### config.mk
export PLATFORM = sky130hd
export DESIGN_NAME = rged_lane
export DESIGN_NICKNAME = d
export VERILOG_FILES = /design/src/hw/rtl/rged_pkg.sv /design/src/hw/rtl/rged_lane.sv
export SDC_FILE = /design/constraint.sdc
export NUM_CORES = 1
export LEC_CHECK = 0
export ABC_AREA = 1
export BUFFER_PORTS_ARGS = -buffer_cell sky130_fd_sc_hd__buf_4
export CORE_ASPECT_RATIO = 0.5
export CORE_MARGIN = 8
export CORE_UTILIZATION = 56
export CTS_CLUSTER_SIZE = 25
export DETAILED_ROUTE_END_ITERATION = 16
export GPL_TIMING_DRIVEN = 0
export HOLD_SLACK_MARGIN = 0.12
export PLACE_DENSITY = 0.86
export SYNTH_ARGS = -nofsm -noshare
export SYNTH_HDL_FRONTEND = slang
export SYNTH_SLANG_ARGS = --single-unit
### constraint.sdc
create_clock -name clk -period 7.4 [get_ports clk]
set_clock_uncertainty 0.2 [all_clocks]
set_input_delay 0.37 -clock clk [delete_from_list [all_inputs] [get_ports clk]]
set_output_delay 0.37 -clock clk [all_outputs]
set_load 0.02 [all_outputs]
### src/hw/rtl/rged_pkg.sv
package rged_pkg;

  // Channel lanes and per-lane error word
  localparam int LANES      = 3;
  localparam int PIX_W      = 8;
  localparam int ERR_W      = 14;
  localparam int LINE_W     = LANES * ERR_W;

  // Configuration registers
  localparam int CFG_AW     = 1;
  localparam int CFG_DW     = 11;
  localparam int IMG_W_W    = 11;
  localparam int THR_W      = 8;

  localparam logic [CFG_AW-1:0] REG_IMAGE_WIDTH = 1'd0;
  localparam logic [CFG_AW-1:0] REG_THRESHOLD   = 1'd1;

  localparam logic [IMG_W_W-1:0] IMAGE_WIDTH_RST = 11'd256;
  localparam logic [THR_W-1:0]   THRESHOLD_RST   = 8'd127;

  // Stream payload widths
  localparam int IN_TDATA_W  = 24;
  localparam int OUT_TDATA_W = 8;

  localparam int MAX_WIDTH_DEF = 1024;

  // Per-lane result handed to the merge stage
  typedef struct packed {
    logic                    dither;
    logic                    plain;
    logic signed [ERR_W-1:0] below_left;
    logic signed [ERR_W-1:0] below;
  } lane_res_t;

endpackage

### src/hw/rtl/rged_lane.sv
module rged_lane (
  input  logic                           clk,
  input  logic                           rst_n,
  input  logic                           accept,
  input  logic                           frame_start,
  input  logic                           row_end,
  input  logic [rged_pkg::PIX_W-1:0]     pix,
  input  logic signed [rged_pkg::ERR_W-1:0] above,
  input  logic [rged_pkg::THR_W-1:0]     thr,
  output rged_pkg::lane_res_t            res
);
  import rged_pkg::*;

  logic signed [ERR_W-1:0] right_r, right_nxt;
  logic signed [ERR_W-1:0] bp_r, bp_nxt;
  logic signed [ERR_W-1:0] brp_r, brp_nxt;

  logic signed [ERR_W-1:0] right_eff, bp_eff, brp_eff;
  logic signed [15:0]      total, rnd;
  logic signed [11:0]      adj, err;
  logic                    bit_q;
  logic signed [ERR_W-1:0] e1, e3, e5, e7;

  // Drop carried error at a frame start
  assign right_eff = frame_start ? '0 : right_r;
  assign bp_eff    = frame_start ? '0 : bp_r;
  assign brp_eff   = frame_start ? '0 : brp_r;

  // Adjusted value, truncated toward zero, then quantize
  always_comb begin
    total = $signed({4'b0000, pix, 4'b0000})
          + $signed({{2{above[ERR_W-1]}}, above})
          + $signed({{2{right_eff[ERR_W-1]}}, right_eff});
    rnd   = total + (total[15] ? 16'sd15 : 16'sd0);
    adj   = rnd[15:4];
    bit_q = adj > $signed({4'b0000, thr});
    err   = bit_q ? adj - 12'sd255 : adj;
    e1    = {{(ERR_W-12){err[11]}}, err};
    e3    = e1 + (e1 <<< 1);
    e5    = e1 + (e1 <<< 2);
    e7    = (e1 <<< 3) - e1;
  end

  assign res.dither     = bit_q;
  assign res.plain      = pix > thr;
  assign res.below_left = bp_eff + e3;
  assign res.below      = brp_eff + e5;

  // Advance the error pipeline; clear at row end
  always_comb begin
    right_nxt = right_r;
    bp_nxt    = bp_r;
    brp_nxt   = brp_r;
    if (accept) begin
      if (row_end) begin
        right_nxt = '0;
        bp_nxt    = '0;
        brp_nxt   = '0;
      end else begin
        right_nxt = e7;
        bp_nxt    = res.below;
        brp_nxt   = e1;
      end
    end
  end

  always_ff @(posedge clk) begin
    if (!rst_n) begin
      right_r <= '0;
      bp_r    <= '0;
      brp_r   <= '0;
    end else begin
      right_r <= right_nxt;
      bp_r    <= bp_nxt;
      brp_r   <= brp_nxt;
    end
  end

endmodule

* After elaboration in Yosys (flattened, before gate mapping)
Index checks and enable logic that the tools add are counted.
** Storage, ports and cells
- Output and inout port bits :: 30
- Register bits after elaboration :: 42
- Word-level logic and storage cells :: 22
** Operators by class
- Mux-type cells :: 8
- $add $sub $neg :: 9
- $lt $le $gt $ge :: 2
** Operator list (count)
- 2-to-1 mux 14 bit :: 6
- adder 14 bit :: 2
- adder 15 x 14 -> 16 bit :: 1
- adder 16 x 5 -> 16 bit :: 1
- adder 13 x 14 -> 15 bit :: 1
- adder 12 x 13 -> 14 bit :: 1
- adder 12 x 14 -> 14 bit :: 1
- subtractor 14 x 12 -> 14 bit :: 1
- > comparator 12 x 9 -> 1 bit :: 1
- 2-to-1 mux 12 bit :: 1
- subtractor 12 x 9 -> 12 bit, second input constant :: 1
- > comparator 8 bit :: 1
- 2-to-1 mux 4 bit :: 1

* Longest topological paths before layout
Gate-level depths: netlist (run 1).
- Depth in word-level cells :: 9
- Depth in mapped cells :: 54
- Gate-level depth less buffers :: 51

* Worst setup path before layout (run 1)
Ideal clock, no wire load.
- Kind :: in2out
- From :: input frame_start
- To :: output res[27] (netlist name)
- Path buffers :: 4
- Data required time :: 6.830 ns
- Stages on the path :: 45
- Data arrival time :: 7.546 ns
- Path slack :: -0.716 ns
- Path through :: clkbuf_1 clkbuf_1 clkbuf_1 nor2_1 ha_1 ha_1 inv_1 fa_1 inv_1 nand3_1 nand3_2 xor2_2 and2b_1 nand3_2 inv_1 nand2_1 nor2_1 xor2_1 [... 9 more ...] nand2_2 fa_1 inv_1 ha_1 inv_1 fa_1 o21ai_0 a21oi_1 inv_1 a21oi_1 o21ai_0 a21oi_1 o21bai_1 a21oi_1 nor2_1 nor2_1 xnor2_1 xor2_1
** RTL lines
- start, declared :: line rged_lane.sv:5 : input logic frame_start,
- end, declared :: line rged_lane.sv:10 : output rged_pkg::lane_res_t res

==> results of run 1 <==
==> per-stage QoR <==
stage,instance area [um^2],worst slack [ps],hold WS [ps]
final,8680,-480,215
after global routing,8680,-786,235
after CTS,8220,-208,221
after detailed placement,7020,-1160,256
after global placement,7020,-1050,252
after floorplan,6370,0.327,245
==> flip-flops by register name (all words and copies together), names as in the netlist <==
| name | flops |
|---|---|
| right_r | 14 |
| brp_r | 11 |
| bp_r | 14 |
==> repair_timing <==
action                                  in CTS  in global routing
hold buffers                                 1                  0
endpoints found under the hold margin        1                  0
gates resized for setup                    120                 74
buffers inserted                            60                 21
pin swaps                                   74                 71
endpoints found under the setup margin      23                 17
gates cloned                                 2                  0
==> worst max path at each step <==
stage	endpoint	cells past startpoint	startpoint	slack (ps)
5_1_grt	res[27]	46	frame_start	-790
2_1_floorplan	res[27]	45	frame_start	0.3
6_report	res[13]	50	frame_start	-480
4_1_cts	res[27]	48	frame_start	-210
3_3_place_gp	res[13]	50	frame_start	-1050
3_5_place_dp	res[13]	51	frame_start	-1160
==> synthesized netlist by cell type, drive strengths merged <==
cell,n
nand3b,3
a21oi,80
o2111ai,1
nand4,16
o21ai,20
o32a,1
and2b,1
buf,5
a21boi,2
nand2b,1
a32oi,1
nand2,286
o21bai,6
inv,187
nor3,7
a31oi,1
ha,82
or2,1
fa,22
o211ai,1
o31ai,1
xnor2,12
clkbuf,14
o21a,1
nand3,72
nor2,94
a2bb2oi,1
and2,1
a21o,8
xor2,34
dfxtp,39
==> placed cells by master (no fill, tap or decap), drive strengths merged, types with 2 or more instances in the layout <==
master / n
nand2: 286
inv: 186
buf: 148
nor2: 94
ha: 82
a21oi: 80
nand3: 72
dfxtp: 39
xor2: 34
fa: 22
clkbuf: 22
o21ai: 20
nand4: 16
xnor2: 12
a21o: 8
nor3: 7
o21bai: 6
nand3b: 3
a21boi: 2
==> routing by layer <==
metal	share of wire, %	wire length, um	up-vias	track usage [%]
met5	0	0	-	0
met4	5.1	1180	0	9.24
met3	8.0	1840	129	3.02
met2	48	11000	440	49.0
met1	39	9050	3515	31.4
li1	-	-	3451	-
==> cell families (layout without fill, tap and decap cells) <==
family / after synthesis / count (layout) / share of synthesized area [%]
DFF: 39 / 39 / 12.4
xor gates and xnor gates: 46 / 46 / 6.52
AOI/OAI and AO/OA: 124 / 124 / 11.1
buffers and inverters: 206 / 359 / 12.8
adders and majority gates: 104 / 104 / 23.3
and+or+nand+nor: 482 / 482 / 33.9
==> area by class of cell <==
| class | count | area, um^2 |
|---|---|---|
| plain buffers | 19 | 175 |
| multi-input cells | 756 | 5570 |
| fillers | 729 | 2300 |
| repair buffers | 145 | 1130 |
| clock buffers | 7 | 133 |
| clock inverters | 1 | 5.00 |
| well taps | 145 | 181 |
| inverters | 187 | 711 |
| flip-flops and latches | 39 | 781 |
==> worst reg2reg max path: cells and delay by family, from the launching register on <==
family                   cells  cell delay, ps
XOR/XNOR                     2             250
buffers and inverters       10             880
flip-flops                   1             350
AO/OA/AOI/OAI                8            1180
adder cells (fa/ha/maj)      6            1680
AND/OR/NAND/NOR             26            2620
==> results.toml, run 1 <==
[run_status]
status = "finished, violations left"
violations = "negative setup slack"

[sta]
relSlewSlack_pct = 54.2
period_share_pct = 106
setup_viol = 13
fmax_ghz = 0.127
hold_viol = 0
min_period_ps = 7880
worstMarginPinSlew_ps = 684
drv_slew = 0
final.setup.tns_ps = -3010
layout_setup_ws_ps = -480
rsz0062_at_grt = "true"

[synth]
synthCells = 1001
synth_seq_area_share_pct = 12.4
syn_area_per_cell_um2 = 6.29
synth_top_area_share_pct = 16.3
syn_area_um2 = 6290
synth_area_leaders = "ha_1 (16%), nand2_1 (16%), dfxtp_1 (12%), inv_1 (11%), fa_1 (7.0%)"
synth_seq_cells = 39
yosysTopAreaCell = "ha_1"
synth_cell_types = 45
synth_fp_nets = 1140
yosysWarnings = 0

[place]
io_buffers = 63
gp_congestion = 0.978
hpwlAfterDp_um = 14900
dp_cells = 1209

[min_path]
hold_path_end = "right_r[5]"
hold_depth = 3
hold_class = "input port to flip-flop"
worstHoldStart = "accept"

[route]
drc = 0
wl_per_cell_um = 17.8
viasPerCell = 5.80
ant_nets = 0
first_pass_iters = 5
drtIter0Drc = 659
drt_wl_total_um = 23100
num_vias = 7535

[job]
drv_cap = 0

[floorplan]
die_x_um = 166
start_util_pct = 57.3
fp-row-count = 27
die_h_um = 91.0
coreArea_um2 = 11000
die_area_um2 = 15100
pin_count = 65

[cells_and_area]
num-nets-final = 1292
finish.utilization_pct = 79.1
area_growth_pct = 38.0
final_cells = 1299
drive_above_1_share_pct = 30.5
antenna_cells = 0

[worst_setup_path]
critical-path-slowest-cell = "fa_1"
required_ps = 6830
r2r_setup_slack_ps = 80
arrival_ps = 7310
rr_endpoint = "bp_r[13]"
critical_path.top_delay_family = "simple AND/OR/NAND/NOR gates"
crit_top_cell = "nand2_1"
r2r-start = "right_r[0]"
start_kind = "input port"
cpPeakStageDelay_ps = 470
critical_path_class = "input port to output pin"
crit_fanout = 6
critPathBufInv = 12
critPathCaptureType = "output pin"
reg2reg_depth = 52

[global_route]
grt_pass1_vias = 7322
grt_pass1_wl_um = 33700
antenna_found_initial = 0
grt_start_max_net_pins = 12
gr-total-overflow = 0
grt_use_total_pct = 26.4

[clock_tree]
cts_tree = "yes"
clk_latency_ps = 290
htreeDepth = 2
cts_made_buffers = 5
clk_path_buf_depth = 2
cts.sinks = 39
path_clk_slew_ps = 60
root_buffer = "clkbuf_16"
Power of run 1 is not shown: default switching activity piles up to over one toggle a cycle in this logic, so the estimate is an artifact.
==> run 2: changes to the inputs <==
--- a/config.mk
+++ b/config.mk
@@ -15,5 +15,5 @@
 export GPL_TIMING_DRIVEN = 0
 export HOLD_SLACK_MARGIN = 0.12
-export PLACE_DENSITY = 0.86
+export PLACE_DENSITY = 0.79
 export SYNTH_ARGS = -nofsm -noshare
 export SYNTH_HDL_FRONTEND = slang
==> constraint.sdc (replaced) <==
create_clock -name clk -period 7.4 [get_ports clk]
set_clock_uncertainty 0.2 [all_clocks]
set_input_delay 0.74 -clock clk [delete_from_list [all_inputs] [get_ports clk]]
set_output_delay 0.74 -clock clk [all_outputs]
set_load 0.02 [all_outputs]
==> run 2 against run 1 <==
  * The run still ends with negative setup slack left
  * Sequential cell count unchanged
  * Maximum frequency shrank 12%
  * Count of clock-buffer cells in the layout unchanged
  * Wire length rose by 33%
  * Global-route usage rose by 5.2 points
  * Cell area increased by 10%
  * Non-clock buffer count up 27
  * Die area unchanged
  * Cell count rose by 2.1%
==> results.toml, run 2 (synthesis results as in run 1) <==
[worst_setup_path]
crit_top_cell = "nand2_2"
crit_fanout = 6
reg2reg_depth = 52
critical_path_class = "input port to output pin"
required_ps = 6460
critPathCaptureType = "output pin"
cpPeakStageDelay_ps = 480
critical-path-slowest-cell = "fa_1"
start_kind = "input port"
arrival_ps = 7970

[place]
dp_cells = 1209
gp_congestion = 0.952
dp_slack_ps = -1660
hpwlAfterDp_um = 15200
io_buffers = 63

[run_status]
violations = "negative setup slack"
status = "finished, violations left"

[route]
drtIter0Drc = 1236
wl_met1_um = 10800
drt_wl_total_um = 30700
viasPerCell = 6.38
met3WireLength_um = 3760
dr_wl_met2_um = 13400
topRoutingLayerUsed = "met4"
num_vias = 8457
first_pass_iters = 7
wl_per_cell_um = 23.2
ant_nets = 0
drc = 0

[cells_and_area]
final_cell_mix = "nand2_1 (226), inv_1 (155), buf_4 (141)"
final_cells = 1326
area_growth_pct = 52.1
drive_above_1_share_pct = 37.3
antenna_cells = 0
reg_top3 = "bp_r (14), right_r (14), brp_r (11)"
num-nets-final = 1319
layout_commonest_cell = "nand2_1"

[floorplan]
start_util_pct = 57.3
coreArea_um2 = 11000
fp-row-count = 27
die_h_um = 91.0
die_area_um2 = 15100
pin_count = 65
die_x_um = 166

[sta]
layout_setup_ws_ps = -1510
relSlewSlack_pct = 44.7
min_period_ps = 8910
rsz0062_at_grt = "true"
hold_viol = 0
setup_viol = 26
period_share_pct = 120
worstMarginPinSlew_ps = 825
fmax_ghz = 0.112
drv_slew = 0

[clock_tree]
path_clk_slew_ps = 70
cts.sinks = 39
clk_path_buf_depth = 2
postCtsHoldBufs = 0
clk_latency_ps = 300
root_buffer = "clkbuf_16"
cts_tree = "yes"
htreeDepth = 2
cts_made_buffers = 5

[job]
drv_cap = 0

[global_route]
grt_pass1_vias = 7903
gr-total-overflow = 0
grt_pass1_wl_um = 39300
grt_start_max_net_pins = 13
antenna_found_initial = 0
grt_use_total_pct = 31.7

[min_path]
hold_class = "flip-flop to flip-flop"
hold_depth = 2
run 2: cell count changes in the layout (fill, tap and decap cells not counted), moves of 5 or more:
cell,change
a21oi_1,-7
buf_6,+21
ha_1,-14
ha_4,+10
inv_1,-9
inv_2,+7
nand2_1,-5
nand2_4,+7
nor2_4,+5
xnor2_1,-5
xor2_1,-9
xor2_2,+5
run 2: path summary, 6_finish.rpt:
check | from | end | slack (ps)
setup / recovery | frame_start | res[27] | -1510
hold / removal | right_r[2] | right_r[2] | 270
setup reg to reg | right_r[0] | bp_r[13] | -310
hold reg to reg | right_r[2] | right_r[2] | 270
run 2: metal layers:
layer,global-route usage [%],vias to the layer above
met2,56.0,851
met5,0,-
met3,6.22,312
li1,-,3498
met1,35.6,3796
met4,18.7,0
run 2: what timing repair did:
item                                    in CTS  in global routing
setup buffers                               99                 25
cloned                                       2                  0
pin swaps                                   96                 62
hold endpoints to repair                     0                  0
gates resized for setup                    169                 85
endpoints found under the setup margin      29                 31
run 2: through the flow:
step | cell area, um^2 | hold slack (ps) | utilization [%] | TNS, ps
floorplan | 6710 | 245 | - | -1850
global placement | 7360 | 252 | 67.0 | -18560
detailed placement | 7360 | 255 | 67.0 | -20620
CTS | 9030 | 265 | 82.2 | -8080
global route | 9570 | 282 | 87.2 | -22730
finish | 9570 | 266 | 87.2 | -17800
run 2: critical path: cells and delay by family:
family                     cells  cell delay (ps)
adders and majority gates      5             1600
xor gates and xnor gates       2              420
and+or+nand+nor               17             1760
AOI/OAI and AO/OA             10             1870
buffers and inverters         12             1550
run 2: area by class of cell:
class                   count  area (um^2)
repair buffers            172         1440
multi-input cells         756         6110
inverters                 187          722
fillers                   532         1410
flip-flops and latches     39          781
clock buffers               7          143
well taps                 145          181
clock inverters             1         8.76
plain buffers              19          190
Power of run 2 is left out for the same reason.
